File: src/design/wcct_pkg.sv
// ----------------------------------------------------------------------------
// wcct_pkg: shared types and constants of the wall clock timekeeper
// Beat payload structs, error codes, result kinds and the command characters.
// ----------------------------------------------------------------------------
package wcct_pkg;

  // Command store depth and the saturation value of the byte count.
  localparam int unsigned CMD_DEPTH = 12;
  localparam int unsigned CNT_W     = $clog2(CMD_DEPTH + 2);
  localparam logic [CNT_W-1:0] COUNT_SAT = CNT_W'(CMD_DEPTH + 1);

  // Lengths of the two command forms.
  localparam logic [CNT_W-1:0] LEN_SHORT = CNT_W'(3);
  localparam logic [CNT_W-1:0] LEN_SET   = CNT_W'(12);

  // Byte positions inside a command.
  localparam int unsigned POS_PCT  = 0;
  localparam int unsigned POS_W    = 1;
  localparam int unsigned POS_OP   = 2;
  localparam int unsigned POS_SP   = 3;
  localparam int unsigned POS_H10  = 4;
  localparam int unsigned POS_H1   = 5;
  localparam int unsigned POS_C0   = 6;
  localparam int unsigned POS_M10  = 7;
  localparam int unsigned POS_M1   = 8;
  localparam int unsigned POS_C1   = 9;
  localparam int unsigned POS_S10  = 10;
  localparam int unsigned POS_S1   = 11;

  // ASCII characters of the command syntax.
  localparam logic [7:0] CH_PCT   = 8'h25;
  localparam logic [7:0] CH_W     = 8'h57;
  localparam logic [7:0] CH_S     = 8'h53;
  localparam logic [7:0] CH_R     = 8'h52;
  localparam logic [7:0] CH_T     = 8'h54;
  localparam logic [7:0] CH_COLON = 8'h3A;
  localparam logic [7:0] CH_SPACE = 8'h20;
  localparam logic [7:0] CH_ZERO  = 8'h30;
  localparam logic [7:0] CH_NINE  = 8'h39;

  // Time wrap limits.
  localparam logic [4:0] HOURS_MAX = 5'd23;
  localparam logic [5:0] MINS_MAX  = 6'd59;
  localparam logic [5:0] SECS_MAX  = 6'd59;
  localparam logic [6:0] HOURS_LIM = 7'd24;
  localparam logic [6:0] MS_LIM    = 7'd60;

  // Operation codes of an input beat.
  localparam logic OP_CHAR = 1'b0;
  localparam logic OP_TICK = 1'b1;

  // Result kinds.
  localparam logic KIND_TIME  = 1'b0;
  localparam logic KIND_ERROR = 1'b1;

  // Error codes.
  localparam logic [2:0] ERR_NONE    = 3'd0;
  localparam logic [2:0] ERR_PREFIX  = 3'd1;
  localparam logic [2:0] ERR_LENGTH  = 3'd2;
  localparam logic [2:0] ERR_FORMAT  = 3'd3;
  localparam logic [2:0] ERR_DIGIT   = 3'd4;
  localparam logic [2:0] ERR_RANGE   = 3'd5;
  localparam logic [2:0] ERR_UNKNOWN = 3'd6;

  typedef struct packed {
    logic       operation;
    logic [7:0] char_byte;
    logic       last_char;
  } wcct_in_t;

  typedef struct packed {
    logic       result_kind;
    logic [2:0] error_code;
    logic [4:0] hours_out;
    logic [5:0] minutes_out;
    logic [5:0] seconds_out;
  } wcct_out_t;

endpackage

File: src/design/wall_clock_command_timekeeper_unit.sv
// ----------------------------------------------------------------------------
// wall_clock_command_timekeeper_unit: hh:mm:ss clock run by text commands
// Collects command bytes, decodes %WR, %WS hh:mm:ss and %WT, and advances
// the time on one-second ticks, giving a time display or an error status.
// ----------------------------------------------------------------------------
//
//   Channel  Direction  Handshake          Payload
//   in_      input      in_valid/in_stall  wcct_in_t  (operation, byte, last)
//   out_     output     out_valid/out_stall wcct_out_t (kind, code, h, m, s)
//
// One beat is taken per cycle while in_stall is low. A beat is registered at
// acceptance, then decoded or applied to the time once the output register can
// take its result, and any result is held in the output register.
// Throughput is set by the single output register: while it holds a stalled
// result, the input register holds its beat and in_stall rises.
// Reset clears the time, the running flag, the byte count and both valids.
// ----------------------------------------------------------------------------
module wall_clock_command_timekeeper_unit (
  input  logic                clk,
  input  logic                rst_n,
  input  logic                in_valid,
  output logic                in_stall,
  input  wcct_pkg::wcct_in_t  in_data,
  output logic                out_valid,
  input  logic                out_stall,
  output wcct_pkg::wcct_out_t out_data
);
  import wcct_pkg::*;

  // Input register stage.
  logic     s1_valid_r, s1_valid_nxt;
  wcct_in_t s1_data_r;

  // Clock state.
  logic [4:0]       hours_r,   hours_nxt;
  logic [5:0]       minutes_r, minutes_nxt;
  logic [5:0]       seconds_r, seconds_nxt;
  logic             running_r, running_nxt;
  logic [CNT_W-1:0] byte_count_r, byte_count_nxt;

  // Bytes of the command being collected; never reset, each entry is
  // written before the decode of the same command reads it.
  logic [7:0] cmd_mem_r [CMD_DEPTH];

  // Output register.
  logic      out_valid_r;
  wcct_out_t out_data_r;

  // Result of the beat in the input register.
  logic      res_valid;
  wcct_out_t res_data;

  logic in_accept;
  logic s1_adv;
  logic s1_fire;

  // The command as the decoder sees it: stored bytes, with the beat in the
  // input register standing in at its own position.
  logic [7:0]       view [CMD_DEPTH];
  logic [CNT_W-1:0] cmd_len;
  logic [7:0]       op_byte;
  logic             prefix_ok;
  logic             length_ok;
  logic             format_ok;
  logic             digits_ok;
  logic [6:0]       hh_val, mm_val, ss_val;

  // The decode stage moves whenever the output register is empty or drains.
  assign s1_adv    = !out_valid_r || !out_stall;
  assign s1_fire   = s1_valid_r && s1_adv;
  assign in_stall  = s1_valid_r && !s1_adv;
  assign in_accept = in_valid && !in_stall;

  always_comb begin
    if (in_accept) begin
      s1_valid_nxt = 1'b1;
    end else if (s1_fire) begin
      s1_valid_nxt = 1'b0;
    end else begin
      s1_valid_nxt = s1_valid_r;
    end
  end

  // Assemble the command view and check its pieces.
  always_comb begin
    for (int i = 0; i < CMD_DEPTH; i++) begin
      view[i] = (byte_count_r == CNT_W'(i)) ? s1_data_r.char_byte : cmd_mem_r[i];
    end
    cmd_len   = (byte_count_r < COUNT_SAT) ? byte_count_r + CNT_W'(1) : byte_count_r;
    op_byte   = view[POS_OP];
    prefix_ok = (cmd_len >= LEN_SHORT) && (view[POS_PCT] == CH_PCT) &&
                (view[POS_W] == CH_W);
    length_ok = (op_byte == CH_S) ? (cmd_len == LEN_SET) : (cmd_len == LEN_SHORT);
    format_ok = (view[POS_SP] == CH_SPACE) && (view[POS_C0] == CH_COLON) &&
                (view[POS_C1] == CH_COLON);
    digits_ok = 1'b1;
    for (int i = 0; i < CMD_DEPTH; i++) begin
      if (i == POS_H10 || i == POS_H1 || i == POS_M10 || i == POS_M1 ||
          i == POS_S10 || i == POS_S1) begin
        if (view[i] < CH_ZERO || view[i] > CH_NINE) begin
          digits_ok = 1'b0;
        end
      end
    end
    // For a digit byte the low nibble is its value.
    hh_val = 7'(view[POS_H10][3:0]) * 7'd10 + 7'(view[POS_H1][3:0]);
    mm_val = 7'(view[POS_M10][3:0]) * 7'd10 + 7'(view[POS_M1][3:0]);
    ss_val = 7'(view[POS_S10][3:0]) * 7'd10 + 7'(view[POS_S1][3:0]);
  end

  // Apply the beat to the clock state and form its result.
  always_comb begin
    hours_nxt      = hours_r;
    minutes_nxt    = minutes_r;
    seconds_nxt    = seconds_r;
    running_nxt    = running_r;
    byte_count_nxt = byte_count_r;
    res_valid      = 1'b0;
    res_data       = '0;

    if (s1_fire) begin
      if (s1_data_r.operation == OP_TICK) begin
        // A stopped clock ignores ticks.
        if (running_r) begin
          if (seconds_r == SECS_MAX) begin
            seconds_nxt = '0;
            if (minutes_r == MINS_MAX) begin
              minutes_nxt = '0;
              hours_nxt   = (hours_r == HOURS_MAX) ? '0 : hours_r + 5'd1;
            end else begin
              minutes_nxt = minutes_r + 6'd1;
            end
          end else begin
            seconds_nxt = seconds_r + 6'd1;
          end
          res_valid = 1'b1;
        end
      end else begin
        byte_count_nxt = cmd_len;
        if (s1_data_r.last_char) begin
          byte_count_nxt = '0;
          res_valid      = 1'b1;
          // Checks run in a fixed order; the first failure gives the code.
          priority if (!prefix_ok) begin
            res_data.error_code = ERR_PREFIX;
          end else if (!length_ok) begin
            res_data.error_code = ERR_LENGTH;
          end else if (op_byte == CH_T) begin
            running_nxt = 1'b0;
            res_valid   = 1'b0;
          end else if (op_byte == CH_R) begin
            hours_nxt   = '0;
            minutes_nxt = '0;
            seconds_nxt = '0;
            running_nxt = 1'b1;
          end else if (op_byte != CH_S) begin
            res_data.error_code = ERR_UNKNOWN;
          end else if (!format_ok) begin
            res_data.error_code = ERR_FORMAT;
          end else if (!digits_ok) begin
            res_data.error_code = ERR_DIGIT;
          end else if (hh_val >= HOURS_LIM || mm_val >= MS_LIM || ss_val >= MS_LIM) begin
            res_data.error_code = ERR_RANGE;
          end else begin
            hours_nxt   = hh_val[4:0];
            minutes_nxt = mm_val[5:0];
            seconds_nxt = ss_val[5:0];
            running_nxt = 1'b1;
          end
        end
      end

      if (res_data.error_code != ERR_NONE) begin
        res_data.result_kind = KIND_ERROR;
      end else begin
        res_data.result_kind = KIND_TIME;
        res_data.hours_out   = hours_nxt;
        res_data.minutes_out = minutes_nxt;
        res_data.seconds_out = seconds_nxt;
      end
    end
  end

  // Control state.
  always_ff @(posedge clk) begin
    if (!rst_n) begin
      s1_valid_r   <= 1'b0;
      out_valid_r  <= 1'b0;
      hours_r      <= '0;
      minutes_r    <= '0;
      seconds_r    <= '0;
      running_r    <= 1'b0;
      byte_count_r <= '0;
    end else begin
      s1_valid_r   <= s1_valid_nxt;
      hours_r      <= hours_nxt;
      minutes_r    <= minutes_nxt;
      seconds_r    <= seconds_nxt;
      running_r    <= running_nxt;
      byte_count_r <= byte_count_nxt;
      if (s1_adv) begin
        out_valid_r <= s1_fire && res_valid;
      end
    end
  end

  // Payload registers and the command store.
  always_ff @(posedge clk) begin
    if (in_accept) begin
      s1_data_r <= in_data;
    end
    if (s1_fire && res_valid) begin
      out_data_r <= res_data;
    end
    if (s1_fire && s1_data_r.operation == OP_CHAR &&
        byte_count_r < CNT_W'(CMD_DEPTH)) begin
      cmd_mem_r[byte_count_r] <= s1_data_r.char_byte;
    end
  end

  assign out_valid = out_valid_r;
  assign out_data  = out_data_r;

  // A time display carries no error code and a legal time.
  a_time_legal: assert property (@(posedge clk) disable iff (!rst_n)
    out_valid_r && out_data_r.result_kind == KIND_TIME |->
      out_data_r.error_code == ERR_NONE && out_data_r.hours_out <= HOURS_MAX &&
      out_data_r.minutes_out <= MINS_MAX && out_data_r.seconds_out <= SECS_MAX)
    else $error("time display with an error code or an illegal time");

  // An error status carries a real code and zero time fields.
  a_error_clean: assert property (@(posedge clk) disable iff (!rst_n)
    out_valid_r && out_data_r.result_kind == KIND_ERROR |->
      out_data_r.error_code != ERR_NONE && out_data_r.hours_out == '0 &&
      out_data_r.minutes_out == '0 && out_data_r.seconds_out == '0)
    else $error("error status with a time or without a code");

  // The byte count never passes its saturation value.
  a_count_sat: assert property (@(posedge clk) disable iff (!rst_n)
    byte_count_r <= COUNT_SAT)
    else $error("byte count beyond saturation");

  // A tick on a running clock always gives a display in the next cycle.
  a_tick_shows: assert property (@(posedge clk) disable iff (!rst_n)
    s1_fire && s1_data_r.operation == OP_TICK && running_r |=>
      out_valid_r && out_data_r.result_kind == KIND_TIME)
    else $error("tick on a running clock gave no display");

endmodule

File: config.mk
export PLATFORM = sky130hd
export DESIGN_NAME = wall_clock_command_timekeeper_unit
export DESIGN_NICKNAME = d
export VERILOG_FILES = /design/src/design/wcct_pkg.sv /design/src/design/wall_clock_command_timekeeper_unit.sv
export SDC_FILE = /design/constraint.sdc
export NUM_CORES = 1
export LEC_CHECK = 0
export BUFFER_PORTS_ARGS = -buffer_cell sky130_fd_sc_hd__buf_2
export CAP_MARGIN = 25
export CORE_MARGIN = 1
export CORE_UTILIZATION = 30
export DETAILED_ROUTE_END_ITERATION = 12
export GPL_ROUTABILITY_DRIVEN = 0
export PLACE_DENSITY = 0.56
export SLEW_MARGIN = 10
export SYNTH_ARGS = -nofsm -noshare
export SYNTH_HDL_FRONTEND = slang
export SYNTH_SLANG_ARGS = --single-unit
File: constraint.sdc
create_clock -name clk -period 5.9 [get_ports clk]
set_input_delay 1.18 -clock clk [delete_from_list [all_inputs] [get_ports clk]]
set_output_delay 1.18 -clock clk [all_outputs]
set_load 0.01 [all_outputs]
Yosys cells after proc, flatten, opt, wreduce, memory -nomap -nowiden:

Memories as Yosys holds them, arrays and structs flattened.
Cells that the tools add are included.
Widths: inputs -> output; s select.

* bits in registers: 55
* bits in latches: 0
* memory bits (writable): 96
* bits in read-only memories: 0
* bits of input ports: 14
* output and inout bits: 23
* logic and storage cells: 193
* memories kept: 1

Memories
* cmd_mem_r: depth 12, bits a word 8, rd ports 12, clocked after memory_dff 0, write ports 1, RTL line wall_clock_command_timekeeper_unit.sv:43 `logic [7:0] cmd_mem_r [CMD_DEPTH];`

* add/sub/neg operators: 7
* multipliers: 3
* divide/modulo/power cells: 0
* magnitude comparators: 18
* equality and inequality tests: 27
* shifts and indexed selects: 0
* muxes and demuxes: 89
* bitwise operators: 2
* reduce and logical (&&, ||, !) cells: 31

Operators by type and width (number)
* $mux 6: 25
* $mux 8: 12
* $mux 5: 14
* $gt 8x6->1 const B: 6
* $lt 8x6->1 const B: 6
* $mux 3: 11
* $eq 8x6->1 const B: 4
* $eq 8x7->1 const B: 4
* $mux 1: 25
* $add 7x4->7: 3
* $eq 4x4->1 const B: 5
* $mul 4x3->6 const B: 3
* $eq 4x3->1 const B: 4
* $ge 7x6->1 const B: 2
* $add 6x1->6 const B: 2
* $eq 4x2->1 const B: 3
* $eq 6x6->1 const B: 2
* $logic_and 1x1->1: 10
* $logic_or 1x1->1: 9
* $reduce_and 9->1: 1
* $reduce_bool 3->1: 3
* $lt 4x4->1 const B: 2
* $mux 4: 2
* $ne 8x7->1 const B: 1
* 13 further kinds: 18

Depth between registers and ports, before layout:

* depth after elaboration: 22
* mapped depth: 20
* mapped depth without buffers: 16

Worst setup path before layout:

Ideal clock, no wire load.

* path type: register to register
* start: register byte_count_r[0]
* end: register out_data_r (netlist bit out_data[14]) (data pin)
* setup time: 0.157 ns
* data arrival time: 4.390 ns
* data required time: 5.743 ns
* path slack: 1.353 ns
* stages on the path, launching flop included: 19
* clock period less this slack: 4.547 ns
* cell sequence: dfxtp_1 > clkbuf_1 > inv_1 > ha_1 > buf_4 > nand3b_1 > mux2_2 > ha_1 > ha_1 > fa_1 > or4bb_1 > mux2i_1 > nor2_1 > o31ai_1 > nor2_1 > or3_1 > buf_2 > buf_6 > nor3_1

* longest elaborated chain between the ends: 22
* elaborated cells on any way between the ends: 102
* classes of those cells: 4 x add/sub; 3 x mul; 17 x order compare; 22 x eq/ne; 41 x mux; 15 x reduce/logical

RTL lines
* start: declaration: RTL line wall_clock_command_timekeeper_unit.sv:39 `logic [CNT_W-1:0] byte_count_r, byte_count_nxt;`
* start signal: assignment: RTL line wall_clock_command_timekeeper_unit.sv:200 `byte_count_r <= byte_count_nxt;`
* branches (longest 22 deep; another with $add 7x4->7)
* end signal: assignment: RTL line wall_clock_command_timekeeper_unit.sv:213 `out_data_r <= res_data;`
* end: declaration: RTL line wall_clock_command_timekeeper_unit.sv:47 `wcct_out_t out_data_r;`

Several ways; the timed one is not identified. The select of a mux whose other input is x is not followed.
A chain may end at the register's enable or synchronous reset.

Worst setup path in the final report:

* start: register byte_count_r[0]
* end: register out_data_r (netlist bit out_data[20]) (data pin)

* longest elaborated chain between the ends: 22
* elaborated cells on any way between the ends: 92
* classes of those cells: 4 x add/sub; 3 x mul; 17 x order compare; 22 x eq/ne; 32 x mux; 14 x reduce/logical

RTL lines
* branches (longest 16 deep; another with $add 7x4->7)
* $mux 3 (*): RTL line wall_clock_command_timekeeper_unit.sv:144 `priority if (!prefix_ok) begin`
* $mux 3 (*): RTL line wall_clock_command_timekeeper_unit.sv:140 `if (s1_data_r.last_char) begin`
* $mux 3 (*): RTL line wall_clock_command_timekeeper_unit.sv:122 `if (s1_data_r.operation == OP_TICK) begin`
* $mux 3 (*): RTL line wall_clock_command_timekeeper_unit.sv:121 `if (s1_fire) begin`
* $reduce_bool 3->1 (*): RTL line wall_clock_command_timekeeper_unit.sv:173 `if (res_data.error_code != ERR_NONE) begin`
* $mux 1 (*): RTL line wall_clock_command_timekeeper_unit.sv:173

Mark *: on every way between the ends. The select of a mux whose other input is x is not followed.

==> results.rst <==
.. list-table::
   :header-rows: 1

   * - Metric
     - Value
   * - Final Cycle Share
     - 86.8%
   * - Synthesis-to-layout area growth
     - 14.6%
   * - Multi-input combinational cell area
     - 3570 um^2
   * - Clock insertion delay at the later pin of the skew report
     - 440 ps
   * - Std-Cell Rows
     - 59
   * - Part of the power in registers
     - 48.9%
   * - Synth top area share
     - 47.0%
   * - Data arrival time at the worst-slack endpoint
     - 5310 ps
   * - FF+latch count, synth
     - 151
   * - Dominant register cell in the synthesized netlist
     - edfxtp_1
   * - Number of nets with antenna violations after routing
     - 0
   * - Net switching power of the design
     - 578 uW
   * - CTS-repair resized insts
     - 0
   * - CTS Root Cell
     - clkbuf_16
   * - Status
     - finished with violations
   * - Path type of the worst setup path
     - register to register
   * - Fillers
     - 2638
   * - Part of the power in the clock network
     - 47.3%
   * - Length of the first detailed-routing pass in iterations
     - 11
   * - Vias/cell
     - 5.42
   * - Internal cell power
     - 1850 uW
   * - Violated checks
     - design-rule violations
   * - Pin count of the biggest net entering global routing
     - 33
   * - Type of the most critical hold path
     - register to register
   * - Basic-gate share of the synthesized area counting and, or, nand and nor cells
     - 18.9%
   * - Total placed instance area
     - 8670 um^2
   * - Average detailed-routed wire length per instance
     - 18.2 um
   * - Number of flops mapped to enable cells by yosys
     - 127
   * - Xor/xnor cell area share of the yosys netlist
     - 2.25%
   * - Cell area after technology mapping
     - 8110 um^2
   * - Async S/R FF share, synth
     - 0%
   * - Buffers from clock root to sink, at most
     - 2
   * - Sink Count
     - 151
   * - Share of cells above drive strength 1
     - 16.1%
   * - Proportion of synthesized chip area in sequential cells
     - 52.9%
   * - Area of the placeable core
     - 26300 um^2
   * - Final-report hold violation count
     - 0
   * - Cells taking the most area after synthesis
     - edfxtp_1 (47%), dfxtp_1 (5.9%), ha_1 (4.0%)
   * - Final layout net count
     - 800
   * - Critical Path Source Type
     - register
   * - Post-CTS setup buffer count
     - 0
   * - Leakage
     - 0.00323 uW
   * - Via count of the first global-routing pass
     - 5587
   * - Slew at the pin with the worst max-slew slack
     - 1050 ps
   * - Port buffer count
     - 36
   * - Global routing usage summed across all routing layers
     - 14.8%
   * - Antenna violations before repair
     - 0
   * - RSZ-0062 raised after global routing
     - false
   * - Total length of routed wires
     - 20100 um
   * - Synth area leader
     - edfxtp_1
   * - Vert. Die Dim
     - 166 um
   * - Maximum fanout count along the critical path
     - 18
   * - Switching part of the total power
     - 23.8%
   * - Synth unique cells
     - 75
   * - Mux share of post-synthesis cell area
     - 4.23%
   * - Final count of negative-setup-slack endpoints
     - 0
   * - Max-cap viol count
     - 0
   * - Final HPWL from detailed placement
     - 14000 um
   * - Post-synthesis instance total
     - 723
   * - Syn avg cell area
     - 11.2 um^2
   * - Adder-cell share of the synthesized area
     - 5.25%
   * - Clock transition time at the flip-flop clock pins of the worst setup and hold paths
     - 70 ps
   * - # hold bufs at CTS
     - 0
   * - Comb power frac
     - 3.8%
   * - Deepest level of the CTS H-tree
     - 4
   * - Remaining Overflow, GRT
     - 0
   * - Relative slew margins
     - 29.6%
   * - Final setup skew
     - 14.0 ps
   * - Post-synthesis compound-gate area fraction
     - 13.3%
   * - Areal power density over the cells
     - 261 nW/um^2
   * - Diodes inserted
     - 0
   * - Register area
     - 4290 um^2
   * - Max Clock Freq
     - 195 MHz
   * - Horizontal die dimension
     - 166 um
   * - Data required, critical path
     - 6090 ps
   * - Post-Layout Inst Area
     - 9300 um^2
   * - Die outline area
     - 27700 um^2
   * - Wire length of the first global-routing pass
     - 31800 um
   * - IR Drop Worst-Case VDD
     - 0.165 mV
   * - Max-slew violations
     - 0
   * - Number of nets in the synthesized netlist
     - 768
   * - Post-layout min period
     - 5120 ps
   * - DRC violations left
     - 4
   * - CTS tree
     - yes
   * - Initial detailed-routing violation count
     - 538
   * - Inserted Clock Buffers
     - 17
   * - Final sum of negative setup slack
     - 0 ps
   * - Initial Utilization
     - 30.9%
   * - Vias post-DR
     - 5979
   * - Count of yosys warnings during synthesis
     - 0
   * - Endpoint kind of the worst setup timing path
     - register
   * - Combinational family with the most area after synthesis
     - simple AND/OR/NAND/NOR gates
   * - Top-level I/O count
     - 37
sequential cells by signal, summed over array words and instances, names as in the netlist:
signal and flops:
cmd_mem_r 96, out_data 21, s1_data_r 10, minutes_r 6
seconds_r 6, hours_r 5, byte_count_r 4, out_valid 1
running_r 1, s1_valid_r 1
cells in the final DEF, fill, tap and decap left out, types with 16 or more instances in the layout:
| cell | synthesis | routed |
|---|---|---|
| edfxtp_1 | 127 | 127 |
| nand2_1 | 54 | 54 |
| nor2_1 | 55 | 54 |
| a21oi_1 | 43 | 43 |
| buf_2 | 6 | 36 |
| nand3_1 | 32 | 32 |
| o21ai_0 | 28 | 28 |
| ha_1 | 26 | 26 |
| dfxtp_1 | 24 | 24 |
| nand4_1 | 19 | 19 |
| mux2_2 | 18 | 18 |
| inv_1 | 17 | 17 |
| nor3_1 | 17 | 17 |
| a31oi_1 | 17 | 17 |
| clkbuf_16 | 0 | 17 |
| buf_4 | 2 | 16 |
power groups by stage:
| stage | Combinational, uW | Clock [uW] | Sequential [uW] |
|---|---|---|---|
| 6_report | 91.0 | 1150 | 1190 |
| 5_1_grt | 100 | 1200 | 1190 |
| 4_1_cts | 91.9 | 1160 | 1190 |
| 3_5_place_dp | 91.4 | 0 | 1210 |
| 3_3_place_gp | 90.2 | 0 | 1210 |
| 2_1_floorplan | 51.0 | 0 | 1200 |
stage by stage:
stage	power (uW)	setup WS (ps)	std cells	util, %	hold slack (ps)
floorplan	1250	1350	723	-	478
global placement	1300	895	1070	32.9	505
detailed placement	1300	797	1071	33.0	507
CTS	2440	792	1103	35.4	518
global route	2490	436	1103	35.4	565
finish	2420	776	1103	35.4	521
cell families after synthesis:
logic type	Yosys count
AND/OR/NAND/NOR	272
AO/OA/AOI/OAI	160
flip-flops	151
buffers and inverters	58
multiplexers	31
adder cells (fa/ha/maj)	31
XOR/XNOR	20
synthesized netlist by cell type (5+ instances only):
cell	count
o31ai_1	6
nor4_1	8
a211oi_1	8
dfxtp_1	24
nor4bb_1	7
a31oi_1	17
and3_1	9
a22oi_1	5
a21o_1	6
o21ai_0	28
xnor2_1	8
buf_2	6
fa_1	5
nand3_1	32
and2_1	9
nand3b_1	6
xor2_1	11
nor2b_1	10
inv_1	17
nor2_1	55
nand4_1	19
ha_1	26
a21oi_1	43
mux2i_1	11
mux2_2	18
nor3_1	17
nor4b_1	5
edfxtp_1	127
or3_1	5
nand2_1	54
clkbuf_1	27
routing by layer:
| metal | vias to the layer above | share of wire [%] | global-route usage (%) |
|---|---|---|---|
| met4 | 0 | 1.2 | 3.99 |
| li1 | 2860 | - | - |
| met3 | 23 | 6.1 | 2.95 |
| met2 | 183 | 46 | 22.7 |
| met5 | - | 0 | 0 |
| met1 | 2913 | 47 | 21.0 |
layout make-up:
class | count | share of cell area (%)
clock buffer | 17 | 4.58
sequential | 151 | 46.2
clock inverter | 15 | 2.21
inverter | 18 | 0.727
timing repair buffer | 53 | 3.39
tap | 335 | 4.51
multi-input combinational | 514 | 38.4
worst max-delay path: stages (launching register included):
cell and delay, ps:
dfxtp_1 510, inv_1 110, ha_1 340, nand3b_1 330
mux2_2 420, ha_1 280, ha_1 210, fa_1 490
or4bb_1 510, mux2i_1 130, nor2_1 110, o31ai_1 320
nor2_1 70, or3_1 710, and2_1 310
path summary, 6_finish.rpt:
check | slack [ps] | end | depth (start not counted) | startpoint
setup / recovery | 780 | out_data[20] | 14 | byte_count_r[0]
hold / removal | 520 | hours_r[1] | 2 | hours_r[1]
setup reg to reg | 780 | out_data[20] | 14 | byte_count_r[0]
hold reg to reg | 520 | hours_r[1] | 2 | hours_r[1]
Note: power is estimated with default switching activity, not from simulation.
